===== src/rtl/core/cgps_pkg.sv =====
// cgps_pkg: shared widths, register and code names, state type and helpers
// for the chaos-game point shader core. No dependencies.
`timescale 1ns / 1ps

package cgps_pkg;

    localparam int MAX_DIM         = 4096;
    localparam int BYTES_PER_PIXEL = 4;

    localparam int COORD_W    = 12;
    localparam int RADIUS_W   = 11;
    localparam int FW_W       = 13;
    localparam int OFFSET_W   = 26;
    localparam int SHADE_W    = 8;
    localparam int SHADE_MAX  = 255;
    localparam int NORM_W     = 24;                 // 3*r*r
    localparam int DIST_W     = 26;                 // dx*dx + dy*dy
    localparam int LINE_W     = COORD_W + FW_W;     // y * frame width
    localparam int MUL_W      = 13;
    localparam int PROD_W     = 2 * MUL_W;
    localparam int NUM_W      = NORM_W + SHADE_W;   // 255 * (R - d)
    localparam int CFG_IDX_W  = 3;
    localparam int CFG_DATA_W = 13;
    localparam int NUM_VTX    = 3;
    localparam int VTX_W      = 2;

    typedef enum logic [CFG_IDX_W-1:0] {
        REG_VA_X    = 3'd0,
        REG_VA_Y    = 3'd1,
        REG_VB_X    = 3'd2,
        REG_VB_Y    = 3'd3,
        REG_VC_X    = 3'd4,
        REG_VC_Y    = 3'd5,
        REG_RADIUS  = 3'd6,
        REG_FRAME_W = 3'd7
    } t_cfg_reg;

    localparam logic OP_STEP    = 1'b0;
    localparam logic OP_RESTART = 1'b1;

    localparam logic [VTX_W-1:0] VTX_A = 2'd0;
    localparam logic [VTX_W-1:0] VTX_B = 2'd1;
    localparam logic [VTX_W-1:0] VTX_C = 2'd2;

    typedef enum logic [3:0] {
        ST_IDLE,
        ST_NORM,
        ST_LINE,
        ST_SQX,
        ST_SQY,
        ST_PREP,
        ST_LOAD,
        ST_DIV,
        ST_DONE
    } t_state;

    function automatic logic [COORD_W-1:0] clamp_coord(input logic [COORD_W-1:0] v);
        if (32'(v) > MAX_DIM - 1) begin
            return COORD_W'(MAX_DIM - 1);
        end
        return v;
    endfunction

    function automatic logic [FW_W-1:0] clamp_width(input logic [FW_W-1:0] v);
        if (32'(v) > MAX_DIM) begin
            return FW_W'(MAX_DIM);
        end
        return v;
    endfunction

endpackage


===== src/rtl/core/cgps_shade_div.sv =====
// cgps_shade_div: radix-2 restoring divider, 255*diff / norm, one quotient
// bit per cycle. Depends on cgps_pkg.
`timescale 1ns / 1ps

module cgps_shade_div import cgps_pkg::*; (
    input  logic               i_clk,
    input  logic               i_rst_n,
    input  logic               i_start,
    input  logic [NORM_W-1:0]  i_diff,   // R - d, at most R
    input  logic [NORM_W-1:0]  i_norm,   // R, nonzero when started
    output logic               o_done,
    output logic [SHADE_W-1:0] o_quot
);

    localparam int CNT_W = $clog2(SHADE_W);

    logic                r_busy;
    logic                r_done;
    logic [CNT_W-1:0]    r_cnt;
    logic [NUM_W-1:0]    r_rem;
    logic [NUM_W-1:0]    r_dsh;
    logic [SHADE_W-1:0]  r_q;
    logic [NUM_W:0]      trial;

    assign trial = {1'b0, r_rem} - {1'b0, r_dsh};

    always_ff @(posedge i_clk) begin
        if (!i_rst_n) begin
            r_busy <= 1'b0;
            r_done <= 1'b0;
            r_cnt  <= '0;
        end else begin
            r_done <= 1'b0;
            if (i_start) begin
                r_busy <= 1'b1;
                r_cnt  <= CNT_W'(SHADE_W - 1);
            end else if (r_busy) begin
                r_cnt <= r_cnt - 1'b1;
                if (r_cnt == '0) begin
                    r_busy <= 1'b0;
                    r_done <= 1'b1;
                end
            end
        end
    end

    // quotient is below 256 since 255*diff <= 255*R
    always_ff @(posedge i_clk) begin
        if (i_start) begin
            r_rem <= NUM_W'(i_diff) * NUM_W'(SHADE_MAX);
            r_dsh <= NUM_W'(i_norm) << (SHADE_W - 1);
            r_q   <= '0;
        end else if (r_busy) begin
            if (!trial[NUM_W]) begin
                r_rem <= trial[NUM_W-1:0];
            end
            r_q   <= {r_q[SHADE_W-2:0], ~trial[NUM_W]};
            r_dsh <= r_dsh >> 1;
        end
    end

    assign o_done = r_done;
    assign o_quot = r_q;

endmodule


===== src/rtl/core/chaos_game_point_shader_core.sv =====
// chaos_game_point_shader_core: top level; chaos-game walk, pixel offset and
// per-vertex shades. Depends on cgps_pkg and cgps_shade_div.
// Sequence: a step runs ST_NORM and ST_LINE, then ST_SQX, ST_SQY, ST_PREP,
//   ST_LOAD and, unless the vertex is beyond the shade range, ST_DIV for
//   each vertex in turn, then ST_DONE; a restart only reloads the point.
// Flow: the input stalls until ST_IDLE, so one step is in flight at a time,
//   set by the single shared multiplier and the divider being reused
//   for all three vertices in turn.
// Reset: synchronous, active low; vertices 0, radius and width 1, point and control cleared.
`timescale 1ns / 1ps

module chaos_game_point_shader_core import cgps_pkg::*; (
    input  logic                  i_clk,
    input  logic                  i_rst_n,
    // input channel
    input  logic                  i_in_valid,
    output logic                  o_in_stall,
    input  logic                  i_op,
    input  logic [1:0]            i_choice,
    // result channel
    output logic                  o_out_valid,
    input  logic                  i_out_stall,
    output logic [COORD_W-1:0]    o_point_x,
    output logic [COORD_W-1:0]    o_point_y,
    output logic [OFFSET_W-1:0]   o_byte_offset,
    output logic [SHADE_W-1:0]    o_shade_a,
    output logic [SHADE_W-1:0]    o_shade_b,
    output logic [SHADE_W-1:0]    o_shade_c,
    // configuration write channel
    input  logic                  i_cfg_valid,
    output logic                  o_cfg_ready,
    input  logic [CFG_IDX_W-1:0]  i_cfg_index,
    input  logic [CFG_DATA_W-1:0] i_cfg_data
);

    // ------------------------------------------------------------------
    // Configuration registers. Always ready; the host must write only while no
    // transaction is in flight; the block itself does not enforce this.
    // ------------------------------------------------------------------
    logic [COORD_W-1:0]  r_vx [NUM_VTX];
    logic [COORD_W-1:0]  r_vy [NUM_VTX];
    logic [RADIUS_W-1:0] r_radius;
    logic [FW_W-1:0]     r_fw;
    t_cfg_reg            cfg_reg;

    assign o_cfg_ready = 1'b1;
    assign cfg_reg     = t_cfg_reg'(i_cfg_index);

    always_ff @(posedge i_clk) begin
        if (!i_rst_n) begin
            for (int k = 0; k < NUM_VTX; k++) begin
                r_vx[k] <= '0;
                r_vy[k] <= '0;
            end
            r_radius <= RADIUS_W'(1);
            r_fw     <= FW_W'(1);
        end else if (i_cfg_valid) begin
            unique case (cfg_reg)
                REG_VA_X:    r_vx[0]  <= i_cfg_data[COORD_W-1:0];
                REG_VA_Y:    r_vy[0]  <= i_cfg_data[COORD_W-1:0];
                REG_VB_X:    r_vx[1]  <= i_cfg_data[COORD_W-1:0];
                REG_VB_Y:    r_vy[1]  <= i_cfg_data[COORD_W-1:0];
                REG_VC_X:    r_vx[2]  <= i_cfg_data[COORD_W-1:0];
                REG_VC_Y:    r_vy[2]  <= i_cfg_data[COORD_W-1:0];
                REG_RADIUS:  r_radius <= i_cfg_data[RADIUS_W-1:0];
                REG_FRAME_W: r_fw     <= i_cfg_data[FW_W-1:0];
                default:     r_fw     <= r_fw;
            endcase
        end
    end

    // ------------------------------------------------------------------
    // Sequencer state and working registers
    // ------------------------------------------------------------------
    t_state              r_state, n_state;
    logic [COORD_W-1:0]  r_cur_x, r_cur_y;      // walking point
    logic [VTX_W-1:0]    r_vtx;                 // vertex being shaded
    logic [NORM_W-1:0]   r_norm;                // R = 3*r*r
    logic [LINE_W-1:0]   r_line;                // y * frame width
    logic [DIST_W-1:0]   r_dsq;                 // dx*dx
    logic [DIST_W-1:0]   r_dist;                // dx*dx + dy*dy
    logic [NORM_W-1:0]   r_diff;                // R - d
    logic                r_far;                 // d >= R, shade saturates at 0
    logic [SHADE_W-1:0]  r_shade [NUM_VTX];

    logic                r_out_valid;
    logic [COORD_W-1:0]  r_out_x, r_out_y;
    logic [OFFSET_W-1:0] r_out_off;
    logic [SHADE_W-1:0]  r_out_shade [NUM_VTX];

    logic                in_accept;
    logic                out_free;
    logic                last_vtx;
    logic                div_start;
    logic                div_done;
    logic [SHADE_W-1:0]  div_quot;

    assign in_accept = i_in_valid && !o_in_stall;
    assign out_free  = !r_out_valid || !i_out_stall;
    assign last_vtx  = (r_vtx == VTX_C);

    // ------------------------------------------------------------------
    // Step: move halfway toward the chosen vertex, rounding up.
    // Choice three is handled as vertex C.
    // ------------------------------------------------------------------
    logic [VTX_W-1:0]   sel_in;
    logic [COORD_W-1:0] tgt_x, tgt_y;
    logic [COORD_W:0]   sum_x, sum_y;

    assign sel_in = (i_choice == VTX_A) ? VTX_A :
                    (i_choice == VTX_B) ? VTX_B : VTX_C;
    assign tgt_x  = clamp_coord(r_vx[sel_in]);
    assign tgt_y  = clamp_coord(r_vy[sel_in]);
    assign sum_x  = {1'b0, r_cur_x} + {1'b0, tgt_x} + (COORD_W+1)'(1);
    assign sum_y  = {1'b0, r_cur_y} + {1'b0, tgt_y} + (COORD_W+1)'(1);

    // ------------------------------------------------------------------
    // Shared multiplier and its operand select
    // ------------------------------------------------------------------
    logic [COORD_W-1:0] vert_x, vert_y;
    logic [COORD_W-1:0] abs_dx, abs_dy;
    logic [MUL_W-1:0]   mul_a, mul_b;
    logic [PROD_W-1:0]  prod;

    assign vert_x = clamp_coord(r_vx[r_vtx]);
    assign vert_y = clamp_coord(r_vy[r_vtx]);
    assign abs_dx = (r_cur_x >= vert_x) ? r_cur_x - vert_x : vert_x - r_cur_x;
    assign abs_dy = (r_cur_y >= vert_y) ? r_cur_y - vert_y : vert_y - r_cur_y;
    assign prod   = PROD_W'(mul_a) * PROD_W'(mul_b);

    // distance test: R - d, negative or zero means saturate
    logic [DIST_W:0] diff_full;
    assign diff_full = (DIST_W+1)'(r_norm) - {1'b0, r_dist};

    // ------------------------------------------------------------------
    // Next state
    // ------------------------------------------------------------------
    always_comb begin
        n_state = r_state;
        unique case (r_state)
            ST_IDLE: begin
                if (in_accept && i_op == OP_STEP) begin
                    n_state = ST_NORM;
                end
            end
            ST_NORM: n_state = ST_LINE;
            ST_LINE: n_state = ST_SQX;
            ST_SQX:  n_state = ST_SQY;
            ST_SQY:  n_state = ST_PREP;
            ST_PREP: n_state = ST_LOAD;
            ST_LOAD: begin
                if (r_far) begin
                    n_state = last_vtx ? ST_DONE : ST_SQX;
                end else begin
                    n_state = ST_DIV;
                end
            end
            ST_DIV: begin
                if (div_done) begin
                    n_state = last_vtx ? ST_DONE : ST_SQX;
                end
            end
            ST_DONE: begin
                if (out_free) begin
                    n_state = ST_IDLE;
                end
            end
            default: n_state = ST_IDLE;
        endcase
    end

    // ------------------------------------------------------------------
    // Sequencer outputs
    // ------------------------------------------------------------------
    always_comb begin
        o_in_stall = 1'b1;
        div_start  = 1'b0;
        mul_a      = '0;
        mul_b      = '0;
        unique case (r_state) inside
            ST_IDLE: o_in_stall = 1'b0;
            ST_NORM: begin
                mul_a = MUL_W'(r_radius);
                mul_b = MUL_W'(r_radius);
            end
            ST_LINE: begin
                mul_a = MUL_W'(r_cur_y);
                mul_b = MUL_W'(clamp_width(r_fw));
            end
            ST_SQX: begin
                mul_a = MUL_W'(abs_dx);
                mul_b = MUL_W'(abs_dx);
            end
            ST_SQY: begin
                mul_a = MUL_W'(abs_dy);
                mul_b = MUL_W'(abs_dy);
            end
            ST_LOAD: div_start = !r_far;
            ST_PREP, ST_DIV, ST_DONE: o_in_stall = 1'b1;
            default: o_in_stall = 1'b1;
        endcase
    end

    always_ff @(posedge i_clk) begin
        if (!i_rst_n) begin
            r_state <= ST_IDLE;
        end else begin
            r_state <= n_state;
        end
    end

    // ------------------------------------------------------------------
    // Walking point (control state, reset to the origin)
    // ------------------------------------------------------------------
    always_ff @(posedge i_clk) begin
        if (!i_rst_n) begin
            r_cur_x <= '0;
            r_cur_y <= '0;
        end else if (in_accept) begin
            if (i_op == OP_RESTART) begin
                r_cur_x <= clamp_coord(r_vx[0]);
                r_cur_y <= clamp_coord(r_vy[0]);
            end else begin
                r_cur_x <= sum_x[COORD_W:1];
                r_cur_y <= sum_y[COORD_W:1];
            end
        end
    end

    // ------------------------------------------------------------------
    // Datapath registers
    // ------------------------------------------------------------------
    always_ff @(posedge i_clk) begin
        case (r_state)
            ST_IDLE: r_vtx <= VTX_A;
            ST_NORM: r_norm <= NORM_W'(prod) + NORM_W'({prod, 1'b0});
            ST_LINE: r_line <= LINE_W'(prod);
            ST_SQX:  r_dsq  <= DIST_W'(prod);
            ST_SQY:  r_dist <= r_dsq + DIST_W'(prod);
            ST_PREP: begin
                // R of zero always lands here, so no division by zero
                r_far  <= diff_full[DIST_W] || (diff_full == '0);
                r_diff <= NORM_W'(diff_full);
            end
            ST_LOAD: begin
                if (r_far) begin
                    r_shade[r_vtx] <= '0;
                    r_vtx          <= r_vtx + 1'b1;
                end
            end
            ST_DIV: begin
                if (div_done) begin
                    r_shade[r_vtx] <= div_quot;
                    r_vtx          <= r_vtx + 1'b1;
                end
            end
            default: r_vtx <= r_vtx;
        endcase
    end

    cgps_shade_div u_div (
        .i_clk   (i_clk),
        .i_rst_n (i_rst_n),
        .i_start (div_start),
        .i_diff  (r_diff),
        .i_norm  (r_norm),
        .o_done  (div_done),
        .o_quot  (div_quot)
    );

    // ------------------------------------------------------------------
    // Result register: holds one transaction; the input side may already
    // take the next item while it waits.
    // ------------------------------------------------------------------
    logic               out_load;
    logic [LINE_W-1:0]  pix_index;

    assign out_load  = (r_state == ST_DONE) && out_free;
    assign pix_index = r_line + LINE_W'(r_cur_x);

    always_ff @(posedge i_clk) begin
        if (!i_rst_n) begin
            r_out_valid <= 1'b0;
        end else if (out_load) begin
            r_out_valid <= 1'b1;
        end else if (!i_out_stall) begin
            r_out_valid <= 1'b0;
        end
    end

    always_ff @(posedge i_clk) begin
        if (out_load) begin
            r_out_x   <= r_cur_x;
            r_out_y   <= r_cur_y;
            // wraps to the offset width
            r_out_off <= OFFSET_W'(OFFSET_W'(pix_index) * OFFSET_W'(BYTES_PER_PIXEL));
            for (int k = 0; k < NUM_VTX; k++) begin
                r_out_shade[k] <= r_shade[k];
            end
        end
    end

    assign o_out_valid   = r_out_valid;
    assign o_point_x     = r_out_x;
    assign o_point_y     = r_out_y;
    assign o_byte_offset = r_out_off;
    assign o_shade_a     = r_out_shade[0];
    assign o_shade_b     = r_out_shade[1];
    assign o_shade_c     = r_out_shade[2];

endmodule


===== config.mk =====
export PLATFORM = sky130hd
export DESIGN_NAME = chaos_game_point_shader_core
export DESIGN_NICKNAME = d
export VERILOG_FILES = /design/src/rtl/core/cgps_pkg.sv /design/src/rtl/core/cgps_shade_div.sv /design/src/rtl/core/chaos_game_point_shader_core.sv
export SDC_FILE = /design/constraint.sdc
export NUM_CORES = 2
export LEC_CHECK = 0
export ABC_CLOCK_PERIOD_IN_PS = 28300
export BUFFER_PORTS_ARGS = -buffer_cell sky130_fd_sc_hd__buf_2
export CORE_UTILIZATION = 60
export DETAILED_ROUTE_END_ITERATION = 8
export PLACE_DENSITY = 0.88
export SYNTH_ARGS = -nofsm -noshare
export SYNTH_HDL_FRONTEND = slang
export SYNTH_HIERARCHICAL = 1
export SYNTH_SLANG_ARGS = --single-unit
export TNS_END_PERCENT = 30

===== constraint.sdc =====
create_clock -name i_clk -period 28.3 [get_ports i_clk]
set_input_delay 5.66 -clock i_clk [delete_from_list [all_inputs] [get_ports i_clk]]
set_output_delay 5.66 -clock i_clk [all_outputs]
set_load 0.02 [all_outputs]

; ---- After elaboration in Yosys (flattened, before gate mapping)
; Memory sizes are Yosys's and may differ from the RTL's. A register that Yosys moved wholly into a read port is not among the register bits.
; Cells that the tools add are included.
[totals]
register_bits = 304
out_inout_bits = 77
ramBits = 120
elab_cells = 180
memories = 4
[memory_table]
columns = name, depth, word_bits, rd, rd_clocked_by_memory_dff, write_ports, line_no
row1 = r_vx, 3, 12, 3, 1, 3, chaos_game_point_shader_core.sv:40  ; logic [COORD_W-1:0] r_vx [NUM_VTX];
row2 = r_vy, 3, 12, 3, 1, 3, chaos_game_point_shader_core.sv:41  ; logic [COORD_W-1:0] r_vy [NUM_VTX];
row3 = r_out_shade, 3, 8, 3, 0, 3, chaos_game_point_shader_core.sv:89  ; logic [SHADE_W-1:0] r_out_shade [NUM_VTX];
row4 = r_shade, 3, 8, 3, 0, 1, chaos_game_point_shader_core.sv:84  ; logic [SHADE_W-1:0] r_shade [NUM_VTX];
[op_classes]
order_cmp = 3
n_addsub = 15
eq_ne = 23
bitwise = 11
reduce_logical = 21
muxes = 78
mul = 2
[op_table]
columns = op, n
row1 = two-way mux 12 bit, 10
row2 = two-way mux 32 bit, 3
row3 = two-way mux 31 bit, 2
row4 = case mux 13 bit (4 select lines), 1
row5 = case mux 12 bit (4 select lines), 1
row6 = subtractor 12 bit, 4
row7 = two-way mux 1 bit, 43
row8 = case mux 4 bit (9 select lines), 1
row9 = subtractor 32 x 31 -> 33 bit, 1
row10 = multiplier 24 x 8 -> 32 bit (second input constant), 1
row11 = zero test 27 bit, 1
row12 = subtractor 24 x 26 -> 27 bit, 1
row13 = adder 12 x 12 -> 13 bit, 2
row14 = adder 13 x 1 -> 13 bit (second input constant), 2
row15 = adder 26 x 25 -> 26 bit, 1
row16 = two-way mux 13 bit, 2
row17 = multiplier 12 x 13 -> 25 bit, 1
row18 = adder 24 x 12 -> 24 bit, 1
row19 = adder 24 bit, 1
row20 = >= comparator 12 bit, 2
row21 = two-way mux 4 bit, 5
row22 = == test 4 x 3 -> 1 bit (second input constant), 4
row23 = > comparator 13 bit (second input constant), 1
row24 = == test 3 bit (second input constant), 4
row25 = 28 further kinds, 58

; ---- Longest topological paths before layout
[depth]
depth_word = 7
depth_mapped = 50
depth_no_buf = 45

; ---- Cells and area by module
; Netlist, hierarchy kept.
[by_module_without_submodules]
columns = module, cells_per_inst, seq_area_each_um2, n_inst, area_per_inst_um2
row1 = chaos_game_point_shader_core, 2491, 9929.5, 1, 25324.3
row2 = cgps_shade_div, 993, 2082.0, 1, 9281.4

; ---- Worst setup path after synthesis
; No wires, ideal clock.
[synth_path]
path_kind = register to register
startpoint = register (tool-made name)
endpoint = register r_dist[24], data pin
t_arrival_ns = 10.066
synth_period_minus_slack_ns = 10.324
path_slack_ns = 17.976
path_stages_with_launch = 45
path_buffers = 4
required_ns = 28.042
setup_ns = 0.258
path_cell_list = dfxtp_1 > clkbuf_1 > clkbuf_1 > mux2i_1 > o21a_1 > inv_1 > ha_1 > inv_1 > fa_1 > a21o_1 > a21oi_1 > o21ai_1 > o41a_1 > buf_6 > nor3_1 > a21oi_2 > xnor2_1 > a221o_1 > (+9 left out) > fa_1 > inv_1 > ha_1 > nor4_1 > a21oi_1 > a21o_1 > a21oi_1 > xnor2_1 > ha_1 > or4_1 > o21ai_0 > a31oi_1 > a221oi_1 > a21oi_1 > maj3_1 > a21o_1 > a21oi_1 > xnor2_1
[synth_rtl]
columns = item, line_no
row1 = "end signal, assigned", chaos_game_point_shader_core.sv:239  ; ST_SQY: r_dist <= r_dsq + DIST_W'(prod);
row2 = "end, declared", chaos_game_point_shader_core.sv:81  ; logic [DIST_W-1:0] r_dist;

==> run_results.csv <==
group,metric,value,unit
layout,seqCellArea,12000,sq um
floorplanning,start_util,61.0,%
cts,cts_buffers,46,
synthesis,yosysTopAreaCell,"edfxtp_1",
critical_path,critPathLaunchType,"flip-flop",
global_route,grt-ovfl-total,0,
synthesis,ys_top_cells_by_area,"edfxtp_1 30%, fa_1 13%, ha_1 11%, inv_1 5.1%, dfxtp_1 4.3%",
global_route,antenna_found_initial,3,
cts,post_cts_buffers,0,
routing,first_pass_iters,8,
global_route,grt_first_pass_wirelength,130000,um
floorplanning,coreArea,56700,sq um
critical_path,critPathKind,"flip-flop to flip-flop",
timing,tightestPinTransition,1.12,ns
floorplanning,dieHeight,242,um
synthesis,yosys.area_share.simple,12.6,%
global_route,grt_usage,27.2,%
run_status,status,"finished, final reports clean",
floorplanning,die_x,242,um
synthesis,synth_mux_area_share,2.69,%
power,irDropWorstVdd,0.0494,mV
synthesis,synth_compound_area_share,14.5,%
synthesis,synthCells,3484,
floorplanning,ioPinCount,101,
placed_design,dp_hpwl,60100,um
critical_path,rr_worst_depth,41,
layout,drive_gt1_share,7.39,%
critical_path,timing.rr.end,"r_dist[24]$_DFFE_PN_",
synthesis,yosysTopAreaCellShare,30.4,%
synthesis,ys.flop_type,"edfxtp_1",
synthesis,avgSynthCellArea,9.93,sq um
min_path,worstHoldStart,"r_shade[0][3]$_DFFE_PP_",
critical_path,cp_data_arrival_time,11.73,ns
synthesis,synth_adder_area_share,24.4,%
floorplanning,rows,87,
cts,hold_buffers,0,
power,p_leak,16.4,nW
timing,period_needed,11.39,ns
routing,vias_per_cell,5.91,
timing,fmax,87.8,MHz
routing,routedWlPerCell,18.5,um
synthesis,synth_top_family_by_area,"adder cells",
synthesis,seq_area_frac_synth,34.7,%
cts,root_buffer,"clkbuf_16",
min_path,min_to,"r_out_shade[0][3]$_DFFE_PP_",
cts,cts-resized-gates,0,
layout,final_nets,4093,
synthesis,yosysUniqueCellTypes,102,
synthesis,yosysWarnings,6,
synthesis,synth_area,34600,sq um
synthesis,synth_xor_xnor_area_share,4.40,%
timing,fin_setup_tns,0,ns
placed_design,io_buffers,97,
critical_path,cp_max_fo,24,
layout,fillers,4309,
layout,multi_input_area,20300,sq um
critical_path,reg2reg_slack,16.91,ns
routing,vias,25600,
floorplanning,dieArea,58600,sq um
layout,area_growth,7.99,%
routing,ant_nets,0,
routing,first_iter_violations,2187,
cts,clkTransAtPathRegs,0.06,ns
min_path,whs_path_depth,0,
routing,drc,0,
cts,cts_max_path_buffers,3,
critical_path,slowest_delay,0.70,ns
cts,htreeDepth,2,
cts,cts_tree,"done",
synthesis,synth_edf_count,350,
run,max_cap_viol_count,0,
global_route,grt_pass1_vias,25800,
routing,routed_wl,80100,um
placed_design,gp_congestion,0.943,
timing,max_slew_margin,25.2,%
timing,drv_slew,0,
cts,clk_latency,0.60,ns
global_route,grt_max_degree,69,
critical_path,crit_path_end_kind,"flip-flop",
min_path,hold_path.class,"flip-flop to flip-flop",
synthesis,yosys_register_bits,425,
critical_path,cpMaxStageDelayCell,"o41a_1",
timing,setup_viol,0,
timing,hold_viol,0,
timing,rsz0062_at_grt,"no",
timing,finalCritPeriodShare,40.3,%
timing,finalClockSkew,0.0311,ns
critical_path,required,28.63,ns
cts,clock_sinks,425,
synthesis,synthArstFlopShare,0,%
timing,hold_ws,0.418,ns
power,p_per_area,47.2,nW/um^2
sequential cells by signal, indices dropped and copies added, names as in the netlist, 25 cells and up, named ones only:
signal / flops
r_vx: 36
u_div/r_dsh: 31
r_vy: 36
r_dsq: 25
u_div/r_rem: 32
r_dist: 26
cell families after synthesis:
| group | count (synthesis) |
|---|---|
| adders and majority gates | 536 |
| buffers and inverters | 593 |
| other | 2 |
| DFF | 425 |
| AOI/OAI and AO/OA | 753 |
| xor gates and xnor gates | 174 |
| muxes | 92 |
| and+or+nand+nor | 909 |
report_power, final:
group	total (W)	internal (W)	switching, W
clock network	0.000658	0.000395	0.000263
registers	0.000726	0.000700	0.0000255
logic	0.000378	0.000148	0.000231
worst max-delay path, delay by kind of cell (launching register included):
family / cells / cell delay (ns)
muxes: 1 / 0.16
adders and majority gates: 10 / 3.90
AOI/OAI and AO/OA: 16 / 3.75
xor gates and xnor gates: 2 / 0.27
DFF: 1 / 0.31
and+or+nand+nor: 5 / 1.99
buffers and inverters: 7 / 0.76
cell type report:
class,instances,share of cell area [%]
antenna,1,0.00670
clock inverter,35,1.27
timing repair buffer,119,1.74
inverter,475,4.77
multi-input combinational,2467,54.3
clock buffer,51,3.21
tap,756,2.53
sequential,425,32.1
stage by stage:
stage,worst slack (ns),cell area (sq um),utilization [%],power [W],std cells
floorplan,17.98,34600,-,0.00101,3485
global placement,17.25,35700,62.9,0.00110,4242
detailed placement,16.99,35700,62.9,0.00110,4242
CTS,16.99,37400,65.9,0.00176,4328
global route,16.34,37400,65.9,0.00183,4328
finish,16.91,37400,65.9,0.00176,4329
how the worst max path moves through the flow:
stage,startpoint,endpoint,slack [ns],cells past startpoint
after CTS,flip-flop,r_dist[24]$_DFFE_PN_,16.99,41
after detailed placement,flip-flop,r_dist[24]$_DFFE_PN_,16.99,41
after floorplan,flip-flop,r_dist[24]$_DFFE_PN_,17.98,44
final,flip-flop,r_dist[24]$_DFFE_PN_,16.91,41
after global placement,flip-flop,r_dist[24]$_DFFE_PN_,17.25,41
after global routing,flip-flop,r_dist[24]$_DFFE_PN_,16.34,41
layout by cell type (no fill, tap or decap), drive strengths merged, types with 12 or more instances in the layout:
master,synthesis,routed
a211oi,25,25
a21boi,33,33
a21o,88,88
a21oi,192,192
a31oi,21,21
and2,89,89
and3,19,19
buf,36,119
clkbuf,81,51
clkinv,0,13
dfxtp,75,75
edfxtp,350,350
fa,231,231
ha,304,304
inv,475,483
mux2i,83,83
nand2,385,385
nand2b,45,45
nand3,48,48
nand4,17,17
nor2,149,149
nor2b,39,39
nor3,42,42
nor4,12,12
o211a,14,14
o211ai,19,19
o21a,58,58
o21ai,169,169
o21bai,14,14
o31ai,32,32
or3,12,12
xnor2,112,112
xor2,62,62
metal layers:
metal  GRT usage, %  share of wire [%]  vias up  routed length, um
li1               -                  -    12100                  -
met1           34.6                 41    12400              32600
met2           47.1                 49      947              38900
met3           3.45                6.7      197               5370
met4           11.1                4.0        4               3200
met5              0              0.020        -                 16
Yosys cell counts (18+ instances only):
cell type,instances
dfxtp_1,75
a211oi_1,21
a21oi_1,188
nor2_1,149
clkbuf_1,79
edfxtp_1,350
o211ai_1,18
xor2_1,62
fa_1,231
o31ai_1,30
o21ai_0,141
nand2_1,384
o21ai_1,26
nand2b_1,45
o21a_1,58
a21o_1,87
a31oi_1,21
inv_1,474
nor2b_1,39
ha_1,304
nor3_1,42
and2_1,88
mux2i_1,83
a21boi_0,32
xnor2_1,112
nand3_1,48
No activity file was read; power rests on OpenSTA's default activity.
